$ cat src/rtl/qsed_pkg.sv
// ----------------------------------------------------------------------------
// qsed_pkg
// Types and character constants shared by the quoted string escape decoder.
// ----------------------------------------------------------------------------
package qsed_pkg;

    typedef struct packed {
        logic [7:0] data_byte;
        logic       is_open_quote;
        logic       stream_end;
    } in_item_t;

    typedef struct packed {
        logic       has_byte;
        logic [7:0] out_byte;
        logic       string_done;
    } out_item_t;

    // Up to two results per input byte, first one lands in first
    typedef struct packed {
        logic [1:0] count;
        out_item_t  first;
        out_item_t  second;
    } res_pair_t;

    typedef enum logic [2:0] {
        MODE_IDLE   = 3'd0,
        MODE_PLAIN  = 3'd1,
        MODE_ESCAPE = 3'd2,
        MODE_HEX    = 3'd3,
        MODE_OCTAL  = 3'd4
    } mode_t;

    // Result queue depth; pointers wrap naturally, so keep it a power of two
    localparam int QUEUE_DEPTH = 4;

    localparam logic [7:0] CH_BACKSLASH = 8'h5C;
    localparam logic [7:0] CH_B         = 8'h62;
    localparam logic [7:0] CH_F         = 8'h66;
    localparam logic [7:0] CH_N         = 8'h6E;
    localparam logic [7:0] CH_R         = 8'h72;
    localparam logic [7:0] CH_T         = 8'h74;
    localparam logic [7:0] CH_X_LOWER   = 8'h78;
    localparam logic [7:0] CH_X_UPPER   = 8'h58;
    localparam logic [7:0] CH_ZERO      = 8'h30;
    localparam logic [7:0] CH_SEVEN     = 8'h37;
    localparam logic [7:0] CH_NINE      = 8'h39;
    localparam logic [7:0] CH_A_LOWER   = 8'h61;
    localparam logic [7:0] CH_F_LOWER   = 8'h66;
    localparam logic [7:0] CH_A_UPPER   = 8'h41;
    localparam logic [7:0] CH_F_UPPER   = 8'h46;

    localparam logic [7:0] CODE_BS  = 8'd8;
    localparam logic [7:0] CODE_FF  = 8'd12;
    localparam logic [7:0] CODE_LF  = 8'd10;
    localparam logic [7:0] CODE_CR  = 8'd13;
    localparam logic [7:0] CODE_TAB = 8'd9;

    localparam logic [1:0] OCT_LAST = 2'd3;

    // Bit 4 flags a hex digit, bits 3:0 hold its value
    function automatic logic [4:0] hex_digit(input logic [7:0] c);
        logic [7:0] d;
        begin
            d = 8'd0;
            if (c >= CH_ZERO && c <= CH_NINE) begin
                d = c - CH_ZERO;
                hex_digit = {1'b1, d[3:0]};
            end else if (c >= CH_A_LOWER && c <= CH_F_LOWER) begin
                d = c - CH_A_LOWER + 8'd10;
                hex_digit = {1'b1, d[3:0]};
            end else if (c >= CH_A_UPPER && c <= CH_F_UPPER) begin
                d = c - CH_A_UPPER + 8'd10;
                hex_digit = {1'b1, d[3:0]};
            end else begin
                hex_digit = 5'd0;
            end
        end
    endfunction

endpackage

$ cat src/rtl/qsed_core.sv
// ----------------------------------------------------------------------------
// qsed_core
// Decode state and the per-byte step: one byte in, up to two results out.
// ----------------------------------------------------------------------------
module qsed_core (
    input  logic               clk,
    input  logic               rst_n,
    input  logic               step,
    input  qsed_pkg::in_item_t item,
    output qsed_pkg::res_pair_t res
);

    qsed_pkg::mode_t mode_reg, mode_next;
    logic [7:0]      term_reg, term_next;
    logic [7:0]      acc_reg,  acc_next;
    logic [1:0]      cnt_reg,  cnt_next;

    logic [7:0]          c;
    logic                is_oct;
    logic [4:0]          hex;
    logic [1:0]          cnt_sum;
    logic                do_plain;
    logic                flush_acc;
    logic                plain_has;
    qsed_pkg::out_item_t plain_res;
    qsed_pkg::out_item_t direct_res;
    logic                direct_has;

    assign c       = item.data_byte;
    assign is_oct  = (c >= qsed_pkg::CH_ZERO) && (c <= qsed_pkg::CH_SEVEN);
    assign hex     = qsed_pkg::hex_digit(c);
    assign cnt_sum = cnt_reg + 2'd1;

    always_comb
    begin
        mode_next  = mode_reg;
        term_next  = term_reg;
        acc_next   = acc_reg;
        cnt_next   = cnt_reg;
        do_plain   = 1'b0;
        flush_acc  = 1'b0;
        direct_has = 1'b0;
        direct_res = '0;
        plain_has  = 1'b0;
        plain_res  = '0;
        res        = '0;

        if (step) begin
            if (item.stream_end) begin
                if (mode_reg != qsed_pkg::MODE_IDLE) begin
                    if (mode_reg == qsed_pkg::MODE_HEX || mode_reg == qsed_pkg::MODE_OCTAL)
                    begin
                        res.first  = '{has_byte: 1'b1, out_byte: acc_reg, string_done: 1'b0};
                        res.second = '{has_byte: 1'b0, out_byte: 8'd0, string_done: 1'b1};
                        res.count  = 2'd2;
                    end else begin
                        res.first = '{has_byte: 1'b0, out_byte: 8'd0, string_done: 1'b1};
                        res.count = 2'd1;
                    end
                    mode_next = qsed_pkg::MODE_IDLE;
                    cnt_next  = 2'd0;
                end
            end else if (item.is_open_quote) begin
                term_next = c;
                mode_next = qsed_pkg::MODE_PLAIN;
                acc_next  = 8'd0;
                cnt_next  = 2'd0;
            end else begin
                case (mode_reg)
                    qsed_pkg::MODE_PLAIN:
                    begin
                        do_plain = 1'b1;
                    end
                    qsed_pkg::MODE_ESCAPE:
                    begin
                        mode_next  = qsed_pkg::MODE_PLAIN;
                        direct_has = 1'b1;
                        direct_res = '{has_byte: 1'b1, out_byte: c, string_done: 1'b0};
                        case (c)
                            qsed_pkg::CH_B: direct_res.out_byte = qsed_pkg::CODE_BS;
                            qsed_pkg::CH_F: direct_res.out_byte = qsed_pkg::CODE_FF;
                            qsed_pkg::CH_N: direct_res.out_byte = qsed_pkg::CODE_LF;
                            qsed_pkg::CH_R: direct_res.out_byte = qsed_pkg::CODE_CR;
                            qsed_pkg::CH_T: direct_res.out_byte = qsed_pkg::CODE_TAB;
                            qsed_pkg::CH_X_LOWER, qsed_pkg::CH_X_UPPER:
                            begin
                                direct_has = 1'b0;
                                mode_next  = qsed_pkg::MODE_HEX;
                                acc_next   = 8'd0;
                            end
                            default:
                            begin
                                if (is_oct) begin
                                    direct_has = 1'b0;
                                    mode_next  = qsed_pkg::MODE_OCTAL;
                                    acc_next   = {5'd0, c[2:0]};
                                    cnt_next   = 2'd1;
                                end
                            end
                        endcase
                    end
                    qsed_pkg::MODE_HEX:
                    begin
                        if (hex[4]) begin
                            acc_next = {acc_reg[3:0], hex[3:0]};
                        end else begin
                            flush_acc = 1'b1;
                            do_plain  = 1'b1;
                        end
                    end
                    qsed_pkg::MODE_OCTAL:
                    begin
                        if (is_oct) begin
                            acc_next = {acc_reg[4:0], c[2:0]};
                            cnt_next = cnt_sum;
                            if (cnt_sum == qsed_pkg::OCT_LAST) begin
                                mode_next  = qsed_pkg::MODE_PLAIN;
                                cnt_next   = 2'd0;
                                direct_has = 1'b1;
                                direct_res = '{has_byte: 1'b1, out_byte: {acc_reg[4:0], c[2:0]},
                                               string_done: 1'b0};
                            end
                        end else begin
                            cnt_next  = 2'd0;
                            flush_acc = 1'b1;
                            do_plain  = 1'b1;
                        end
                    end
                    default:
                    begin
                        mode_next = qsed_pkg::MODE_IDLE;
                    end
                endcase

                // Ordinary string byte: terminator, backslash or character
                if (do_plain) begin
                    if (c == term_reg) begin
                        mode_next = qsed_pkg::MODE_IDLE;
                        plain_has = 1'b1;
                        plain_res = '{has_byte: 1'b0, out_byte: 8'd0, string_done: 1'b1};
                    end else if (c == qsed_pkg::CH_BACKSLASH) begin
                        mode_next = qsed_pkg::MODE_ESCAPE;
                    end else begin
                        mode_next = qsed_pkg::MODE_PLAIN;
                        plain_has = 1'b1;
                        plain_res = '{has_byte: 1'b1, out_byte: c, string_done: 1'b0};
                    end
                end

                if (direct_has) begin
                    res.first = direct_res;
                    res.count = 2'd1;
                end else if (flush_acc) begin
                    res.first = '{has_byte: 1'b1, out_byte: acc_reg, string_done: 1'b0};
                    if (plain_has) begin
                        res.second = plain_res;
                        res.count  = 2'd2;
                    end else begin
                        res.count = 2'd1;
                    end
                end else if (plain_has) begin
                    res.first = plain_res;
                    res.count = 2'd1;
                end
            end
        end
    end

    always_ff @(posedge clk or negedge rst_n)
    begin
        if (!rst_n) begin
            mode_reg <= qsed_pkg::MODE_IDLE;
            term_reg <= 8'd0;
            acc_reg  <= 8'd0;
            cnt_reg  <= 2'd0;
        end else begin
            mode_reg <= mode_next;
            term_reg <= term_next;
            acc_reg  <= acc_next;
            cnt_reg  <= cnt_next;
        end
    end

endmodule

$ cat src/rtl/quoted_string_escape_decoder_top.sv
// ----------------------------------------------------------------------------
// quoted_string_escape_decoder_top
// Decodes the bytes of a quoted string literal, escapes included.
//
//   channel | handshake             | payload
//   --------+-----------------------+---------------------------------------
//   in      | in_valid / in_ready   | in_item  (data_byte, flags)
//   out     | out_valid / out_ready | out_item (has_byte, out_byte, done)
//
// One byte is taken per cycle while the result queue has room. A byte that
// yields two results (a flushed hex or octal value followed by its trailing
// byte or close) leaves them at the output port one after the other.
// The path runs through the input register, then decode into a four-entry
// result queue. A byte leaves the input register only while the queue has
// room for two results; output stalls back up through that check.
// Reset empties both stages and returns the decoder to idle.
// ----------------------------------------------------------------------------
module quoted_string_escape_decoder_top (
    input  logic                clk,
    input  logic                rst_n,
    input  logic                in_valid,
    output logic                in_ready,
    input  qsed_pkg::in_item_t  in_item,
    output logic                out_valid,
    input  logic                out_ready,
    output qsed_pkg::out_item_t out_item
);

    localparam int PW = $clog2(qsed_pkg::QUEUE_DEPTH);
    localparam int CW = $clog2(qsed_pkg::QUEUE_DEPTH + 1);

    logic               hold_valid_reg;
    qsed_pkg::in_item_t hold_item_reg;
    logic               advance;
    qsed_pkg::res_pair_t res;

    qsed_pkg::out_item_t queue_mem [qsed_pkg::QUEUE_DEPTH];
    logic [PW-1:0] wr_ptr_reg, wr_ptr_next;
    logic [PW-1:0] rd_ptr_reg, rd_ptr_next;
    logic [CW-1:0] count_reg, count_next;
    logic          pop;
    logic [PW-1:0] wr_ptr_plus1;

    // Move on only with room for a two-result byte
    assign advance  = hold_valid_reg && (count_reg <= CW'(qsed_pkg::QUEUE_DEPTH - 2));
    assign in_ready = !hold_valid_reg || advance;

    always_ff @(posedge clk or negedge rst_n)
    begin
        if (!rst_n) begin
            hold_valid_reg <= 1'b0;
        end else if (in_ready) begin
            hold_valid_reg <= in_valid;
        end
    end

    always_ff @(posedge clk)
    begin
        if (in_ready && in_valid) begin
            hold_item_reg <= in_item;
        end
    end

    qsed_core u_core (
        .clk   (clk),
        .rst_n (rst_n),
        .step  (advance),
        .item  (hold_item_reg),
        .res   (res)
    );

    assign out_valid    = (count_reg != '0);
    assign out_item     = queue_mem[rd_ptr_reg];
    assign pop          = out_valid && out_ready;
    assign wr_ptr_plus1 = wr_ptr_reg + PW'(1);

    always_comb
    begin
        wr_ptr_next = wr_ptr_reg + PW'(res.count);
        rd_ptr_next = rd_ptr_reg + PW'(pop);
        count_next  = count_reg + CW'(res.count) - CW'(pop);
    end

    always_ff @(posedge clk)
    begin
        if (res.count != 2'd0) begin
            queue_mem[wr_ptr_reg] <= res.first;
        end
        if (res.count == 2'd2) begin
            queue_mem[wr_ptr_plus1] <= res.second;
        end
    end

    always_ff @(posedge clk or negedge rst_n)
    begin
        if (!rst_n) begin
            wr_ptr_reg <= '0;
            rd_ptr_reg <= '0;
            count_reg  <= '0;
        end else begin
            wr_ptr_reg <= wr_ptr_next;
            rd_ptr_reg <= rd_ptr_next;
            count_reg  <= count_next;
        end
    end

`ifndef SYNTH
    a_queue_bound : assert property (@(posedge clk) disable iff (!rst_n)
        count_reg <= CW'(qsed_pkg::QUEUE_DEPTH))
        else $error("result queue overflow");

    a_no_result_without_step : assert property (@(posedge clk) disable iff (!rst_n)
        !advance |-> (res.count == 2'd0))
        else $error("result produced without a decode step");

    a_pair_fits : assert property (@(posedge clk) disable iff (!rst_n)
        (res.count == 2'd2) |=> (count_reg >= CW'(1)))
        else $error("two-result push lost");

    a_stall_holds_byte : assert property (@(posedge clk) disable iff (!rst_n)
        !in_ready |-> hold_valid_reg)
        else $error("input stalled with empty input register");
`endif

endmodule

$ cat config.mk
export PLATFORM = sky130hd
export DESIGN_NAME = quoted_string_escape_decoder_top
export DESIGN_NICKNAME = d
export VERILOG_FILES = /design/src/rtl/qsed_pkg.sv /design/src/rtl/qsed_core.sv /design/src/rtl/quoted_string_escape_decoder_top.sv
export SDC_FILE = /design/constraint.sdc
export NUM_CORES = 1
export LEC_CHECK = 0
export BUFFER_PORTS_ARGS = -buffer_cell sky130_fd_sc_hd__buf_2
export CAP_MARGIN = 20
export CORE_ASPECT_RATIO = 0.5
export CORE_MARGIN = 8
export CORE_UTILIZATION = 43
export DETAILED_ROUTE_END_ITERATION = 8
export GPL_TIMING_DRIVEN = 1
export PLACE_DENSITY = 0.71
export SLEW_MARGIN = 40
export SYNTH_ARGS = -nofsm -noshare
export SYNTH_HDL_FRONTEND = slang
export SYNTH_SLANG_ARGS = --single-unit
$ cat constraint.sdc
create_clock -name clk -period 5.2 [get_ports clk]
set_input_delay 0.26 -clock clk [delete_from_list [all_inputs] [get_ports clk]]
set_output_delay 0.26 -clock clk [all_outputs]
set_load 0.02 [all_outputs]
## Yosys cells after proc, flatten, opt, wreduce, memory -nomap -nowiden

Memory sizes are Yosys's and may differ from the RTL's.
Index checks and enable logic that the tools add are counted.

- Bits in read-only memories: 0
- Register bits: 39
- Memory bits (writable): 40
- Output and inout bits: 12
- Memories: 1
- Latch bits: 0
- Input port bits: 14
- Word-level logic and storage cells: 155

Memories:

| memory | depth | width | read ports | clocked after Yosys merged registers in | write ports | RTL line | text |
|---|---|---|---|---|---|---|---|
| queue_mem | 4 | 10 | 1 | 0 | 2 | quoted_string_escape_decoder_top.sv:37 | `qsed_pkg::out_item_t queue_mem [qsed_pkg::QUEUE_DEPTH];` |

- Mux-type cells: 75
- Shift operators: 0
- Divide/modulo/power cells: 0
- Equality and inequality tests: 25
- $lt $le $gt $ge: 8
- Reductions and logical operators: 23
- $mul: 0
- Add/subtract/negate cells: 11
- Bitwise gates (word level): 1

Operator list:

| operator | count |
|---|---|
| $mux W22 | 4 |
| $mux W10 | 8 |
| $eq A8 B7 Y1 const B | 8 |
| $pmux W8 S5 | 1 |
| $mux W12 | 3 |
| $mux W8 | 4 |
| $mux W1 | 24 |
| $mux W3 | 8 |
| $pmux W8 S3 | 1 |
| $pmux W10 S2 | 1 |
| $mux W2 | 9 |
| $ge A8 B7 Y1 const B | 2 |
| $le A8 B6 Y1 const B | 2 |
| $le A8 B7 Y1 const B | 2 |
| $pmux W8 S2 | 1 |
| $mux W5 | 3 |
| $sub A4 B1 Y4 const B | 3 |
| $mux W11 | 1 |
| $reduce_and A5 Y1 | 2 |
| $pmux W3 S3 | 1 |
| $add A4 B4 Y4 const B | 2 |
| $eq A8 B8 Y1 | 1 |
| $ge A8 B6 Y1 const B | 1 |
| $reduce_bool A4 Y1 | 2 |
| other kinds (34) | 49 |

## Logic depth before layout (Yosys ltp)

Gate-level depths: netlist of the first run.

- Word-level depth: 23
- Depth in mapped cells: 16
- Gate-level depth less buffers: 16

## Modules after synthesis

Synthesis of the first run repeated with hierarchy kept, for this count alone.

- Cells, all modules: 420
- Area total of the unflattened synthesis: 5143.7 um2

Modules (own cells, without submodules):

| module | cells each | times used | sequential area each (um2) | area each (um2) |
|---|---|---|---|---|
| quoted_string_escape_decoder_top | 154 | 1 | 1701.6 | 2877.8 |
| qsed_core | 266 | 1 | 525.5 | 2265.9 |

## Least setup slack after synthesis of the first run

OpenSTA, ideal clock, no wires.

- Path kind: reg2reg
- Start point: reg hold_item_reg[2] in the netlist's numbering
- End point: mem queue_mem[3][0] in the netlist's numbering (enable)
- Arrival time: 3.363 ns
- Period minus slack after synthesis: 3.755 ns
- Buffers on the path: 0
- Setup time: 0.392 ns
- Required time: 4.808 ns
- Cell stages (with the launch flop): 13
- Path slack: 1.445 ns
- Cell sequence: edfxtp_1 -> inv_1 -> ha_1 -> o21ba_2 -> o22ai_1 -> o21ai_0 -> a21boi_2 -> a22oi_1 -> ha_1 -> o21a_1 -> o21ai_2 -> nor2_1 -> nor3b_1

RTL lines:

| element | RTL line | text |
|---|---|---|
| start: declaration | quoted_string_escape_decoder_top.sv:33 | `qsed_pkg::in_item_t hold_item_reg;` |
| start signal: assignment | quoted_string_escape_decoder_top.sv:60 | `hold_item_reg <= in_item;` |
| end: declaration | quoted_string_escape_decoder_top.sv:37 |  |

==> flow_metrics.tcl, run 1 <==
set metrics [dict create \
    status "completed" \
    syn_nets 447 \
    avgSynthCellArea_um2 11.4 \
    start_util_pct 43.9 \
    antenna_found_initial 0 \
    slew_viol_final 0 \
    cts_tree "yes" \
    initialDrtViolationCount 286 \
    fillers 1021 \
    numCtsBuffers 9 \
    synth_top_cell_by_area "edfxtp_1" \
    rows 27 \
    ys_async_sr_fraction_pct 36.7 \
    dp_hpwl_mm 7.96 \
    grt_usage_pct 15.8 \
    clock_skew_ns 0.00888 \
    syn_area_um2 4800 \
    grt-ovfl-total 0 \
    crit_top_cell "ha_1" \
    total_leakage_power_uw 0.00222 \
    path_buf_inv 1 \
    synth_top_area_share_pct 31.3 \
    final_area_um2 5310 \
    synth_most_common_cell "edfxtp_1" \
    design.core.area_um2 10900 \
    grt_pass1_wl_mm 18.4 \
    cpPeakStageDelay_ns 0.60 \
    post-cts-setup-buffers 0 \
    yosysWarnings 0 \
    final-setup-viol-count 0 \
    clock_sinks 79 \
    utilization_pct 48.5 \
    power_density_nw_per_um2 443 \
    ir_drop_mv 0.157 \
    syn_inst 422 \
    ys_top_cells_by_count "edfxtp_1 (50), mux2i_1 (40), nand2_1 (34)" \
    cts_hold_buf 1 \
    gp_congestion 0.964 \
    postRouteAntennaNets 0 \
    drt-wirelength-per-cell_um 19.2 \
    cp-end-kind "register" \
    setup_tns_ns 0 \
    critPathKind "register to register" \
    min_period_ns 4.11 \
    ios 26 \
    slowest_stage "nand3_1" \
    critical_path.startpoint_type "register" \
    ys_top_cells_by_area "edfxtp_1 (31%), dfrtp_1 (15%), mux2i_1 (8.3%)" \
    die_x_um 165 \
    final_layout_size_suffix_gt1_share_pct 19.0 \
    dieArea_um2 15000 \
    hold_violations 0 \
    synth_cell_type_count 71 \
    num_antenna_cells 0 \
    drcViolationCount 0 \
    critPathMaxFanout 10 \
    slew_headroom_pct 46.8 \
    cp_top_family "compound AO/OA/AOI/OAI gates" \
    synth_ff_type "edfxtp_1" \
    htree_levels 3 \
    clockBufferDepth 2 \
    tightest_slew_ns 0.796 \
    finalCritPeriodShare_pct 79.1 \
    crit_arrival_ns 4.17 \
    wirelength_mm 11.3 \
    hp-class "primary input to register" \
    largest_reg_flops 40 \
    root_buffer "clkbuf_16" \
    grt_pass1_vias 3429 \
    synth_edf_count 50 \
    register_area_um2 2230 \
    ys_seq_area_share_pct 46.4 \
    rsz0062_at_grt "false" \
    cts.clk_slew.worst_paths_ns 0.07 \
    cp_cell_sequence "inv_1 -> ha_1 -> o21ba_2 -> o22ai_1 -> o21ai_0 -> a21boi_2 -> a22oi_1 -> ha_1 -> o21a_1 -> o21ai_2 -> nand3_1 -> mux2i_1" \
    multiInputGateArea_um2 2390 \
    total_power_uw 2350 \
    max_cap_violations 0 \
    max_freq_mhz 243 \
    cp.required_ns 5.26 \
    portBuffers 25 \
    grt_max_degree 30 \
    vias_per_cell 5.86 \
    vias 3448 \
    die_height_um 90.7 \
    ys_seq_elements 79 \
    syn_to_final_growth_pct 10.5 \
    nets 463 \
    placed_area_um2 5020 \
    ctsResizeCount 0 \
    drt_pass1_iterations 6 \
    clock_latency_ns 0.35 \
]
layout by cell type, fill, tap and decap left out, types with 4 or more instances in the layout:
cell,synthesis,layout
nand3b_1,4,4
a221oi_1,6,6
buf_4,3,6
mux4_2,10,10
a21oi_1,11,11
a22o_1,14,14
a211oi_1,4,4
nand2_1,34,34
a22oi_1,4,4
nor2_1,27,27
mux2i_1,40,40
mux2_2,5,5
xnor2_1,12,12
and2_1,6,6
o21ai_0,20,20
ha_1,10,10
inv_1,13,13
nor3_1,7,7
nand3_1,8,8
dfrtp_1,29,29
o31ai_1,5,5
clkbuf_16,0,9
nand2b_1,6,6
nand4_1,6,6
buf_2,11,25
edfxtp_1,50,50
worst reg2reg max path, cell delays in order, from the launching register on:
cell and delay (ns):
edfxtp_1 0.52, inv_1 0.17, ha_1 0.30, o21ba_2 0.24
o22ai_1 0.25, o21ai_0 0.21, a21boi_2 0.23, a22oi_1 0.28
ha_1 0.27, o21a_1 0.20, o21ai_2 0.28, nand3_1 0.60
mux2i_1 0.28
routing by layer:
metal  share of wire [%]  track usage [%]  up-vias
li1                    -                -     1638
met1                  47             21.9     1663
met2                  43             23.0      134
met3                 8.0             5.05       13
met4                 1.3             4.73        0
met5                   0                0        -
worst paths after layout:
| kind | slack (ns) | endpoint | cells after the start | start |
|---|---|---|---|---|
| max | 1.09 | queue_mem[1][1] | 12 | hold_item_reg[3] |
| min | 0.08 | hold_item_reg[0] | 1 | in_item[0] |
| max reg2reg | 1.09 | queue_mem[1][1] | 12 | hold_item_reg[3] |
| min reg2reg | 0.50 | count_reg[2] | 1 | count_reg[2] |
| max in group asynchronous | 4.30 | u_core.acc_reg[5] | 2 | rst_n |
| min in group asynchronous | 0.47 | u_core.cnt_reg[0] | 2 | rst_n |
power by group:
group	internal (uW)	total [uW]	switching (uW)
Combinational	344	762	418
Clock	328	605	277
Sequential	800	983	183
area by class of cell:
cell class                 count  area share (%)
clock inverter                 7            1.04
inverter                      14           0.990
multi-input combinational    302            45.0
sequential                    79            41.9
clock buffer                   9            4.24
timing repair buffer          32            3.39
tap                          145            3.42
per-stage QoR:
stage / cells / hold slack [ns] / setup slack [ns]
floorplan: 422 / -0.0356 / 1.44
global placement: 571 / 0.330 / 1.25
detailed placement: 571 / 0.336 / 1.13
CTS: 588 / 0.0728 / 1.12
global route: 588 / 0.0790 / 0.779
finish: 588 / 0.0785 / 1.09
kinds of logic (layout without fill, tap and decap cells):
family,Yosys count,count (layout),synth area share (%)
buf+inv,41,62,4.06
xor+xnor,14,14,2.55
fa+ha+maj,11,11,3.02
flops,79,79,46.4
mux,55,55,14.2
compound gates,91,91,13.9
simple gates,131,131,15.9
Note: power is estimated with default switching activity, not from simulation.
==> inputs of run 2 (changes only) <==
- PLACE_DENSITY: 0.71 -> 0.73
- clock period: 5.2 -> 3.4 ns (I/O delays scaled with it)
==> run 2 against run 1 <==
Compared with the run above:
- final area grew 7.1%
- sequential share of layout area shrank 2.8 points
- non-clock buffer count rose by 39
- wire length up 3.6%
- critical path type unchanged
- largest power group unchanged
==> flow_metrics.tcl, run 2 (synthesized netlist as in run 1, its figures left out) <==
set metrics [dict create \
    num_antenna_cells 0 \
    vias_per_cell 5.79 \
    die_height_um 90.7 \
    vias 3631 \
    crit_arrival_ns 3.49 \
    largest_reg_flops 40 \
    dieArea_um2 15000 \
    antenna_found_initial 0 \
    cpPeakStageDelay_ns 0.43 \
    clock_latency_ns 0.35 \
    drcViolationCount 0 \
    gp_congestion 0.934 \
    portBuffers 25 \
    finalCritPeriodShare_pct 94.9 \
    max_freq_mhz 310 \
    place_inst 600 \
    die_x_um 165 \
    cp.required_ns 3.67 \
    min_period_ns 3.23 \
    worst_slack_ns 0.172 \
    numCtsBuffers 9 \
    start_util_pct 43.9 \
    multiInputGateArea_um2 2420 \
    path_buf_inv 2 \
    pre_cts_ws_ns 0.00310 \
    tightest_slew_ns 0.736 \
    final_common_cell "edfxtp_1" \
    total_leakage_power_uw 0.00243 \
    hold_violations 0 \
    placed_area_um2 5250 \
    drt-wirelength-per-cell_um 18.7 \
    cp_top_family "compound AO/OA/AOI/OAI gates" \
    final_area_um2 5690 \
    fillers 972 \
    layout_common_cells "edfxtp_1 (50), mux2i_1 (40), buf_4 (37)" \
    final-setup-viol-count 0 \
    cp_cell_sequence "inv_2 -> ha_1 -> o21ba_2 -> o22ai_2 -> o21ai_1 -> a21boi_2 -> a22oi_2 -> ha_1 -> o21a_1 -> o21ai_2 -> inv_1 -> ha_1 -> fa_1 -> xnor2_1 -> xnor2_1" \
    p_comb_share_pct 35.5 \
    cp-end-kind "register" \
    max_cap_violations 0 \
    htree_levels 3 \
    postRouteAntennaNets 0 \
    switching_share_pct 36.3 \
    hp-class "primary input to register" \
    syn_to_final_growth_pct 18.4 \
    critPathMaxFanout 4 \
    initialDrtViolationCount 230 \
    ios 26 \
    slew_headroom_pct 50.8 \
    clock_skew_ns 0.00995 \
    register_area_um2 2230 \
    cts.clk_slew.worst_paths_ns 0.06 \
    critPathKind "register to register" \
    dp_hpwl_mm 8.64 \
    slowest_stage "edfxtp_1" \
    grt-ovfl-total 0 \
    clock_sinks 79 \
    whs_ns 0.00993 \
    final_layout_size_suffix_gt1_share_pct 26.1 \
    grt_usage_pct 16.3 \
    slew_viol_final 0 \
    cts_tree "yes" \
    clockBufferDepth 2 \
    pwr-share-clk_pct 26.7 \
    status "completed" \
    crit_top_cell "ha_1" \
    drt_pass1_iterations 5 \
    rows 27 \
    total_power_uw 3790 \
    root_buffer "clkbuf_16" \
    grt_pass1_wl_mm 19.0 \
    rrSetupSlack_ns 0.17 \
    instances_no_fill 627 \
    seqPwrFrac_pct 37.7 \
    power_density_nw_per_um2 666 \
    wirelength_mm 11.7 \
    switching_power_uw 1380 \
    ir_drop_mv 0.285 \
    grt_max_degree 30 \
    design.core.area_um2 10900 \
    critical_path.startpoint_type "register" \
    internal_power_uw 2410 \
    rsz0062_at_grt "false" \
    nets 502 \
    grt_pass1_vias 3436 \
]
[run 2: cell count changes in the layout (fill, tap and decap cells not counted), sizes merged]
| cell | before | now |
|---|---|---|
| inv | 17 | 18 |
| clkinv | 3 | 1 |
| dlygate4sd3 | 1 | 9 |
| bufinv | 0 | 1 |
| buf | 31 | 62 |
[run 2: area by class of cell]
type / instances / share of cell area (%)
Inverter: 14 / 0.924
Sequential cell: 79 / 39.2
Tap cell: 145 / 3.19
Clock buffer: 9 / 3.96
Clock inverter: 7 / 1.52
Multi-Input combinational cell: 302 / 42.6
Timing Repair Buffer: 71 / 8.67
[run 2: worst paths after layout]
path / from / to / cells after the start
setup / recovery: hold_item_reg[3] / count_reg[2] / 15
hold / removal: in_item[3] / hold_item_reg[3] / 1
setup reg to reg: hold_item_reg[3] / count_reg[2] / 15
hold reg to reg: count_reg[2] / count_reg[2] / 1
max in group asynchronous: rst_n / u_core.acc_reg[7] / 2
min in group asynchronous: rst_n / u_core.mode_reg[2] / 2
[run 2: power groups by stage]
stage	sequential (uW)	clock [uW]	combinational (uW)
after floorplan	1340	0	1040
after global placement	1440	0	1290
after detailed placement	1450	0	1320
after CTS	1430	1030	1340
after global routing	1460	1070	1470
final	1430	1010	1350
[run 2: repair_timing]
action / 4_1_cts / 5_1_grt
buffers inserted: 0 / 2
hold buffers: 8 / 1
cloned: 0 / 0
pin swaps: 0 / 0
setup endpoints to repair: 4 / 50
endpoints found under the hold margin: 36 / 1
gates resized for setup: 1 / 5
[run 2: per-stage QoR]
stage	setup TNS (ns)	util, %
floorplan	-2.11	-
global placement	0	48.0
detailed placement	0	48.0
CTS	0	51.6
global route	0	52.0
finish	0	52.0
[run 2: per-layer routing]
layer	global-route usage (%)	part of all wire, %
met2	24.6	46
met5	0	0
met1	22.2	47
met4	5.39	1.4
met3	4.09	5.9
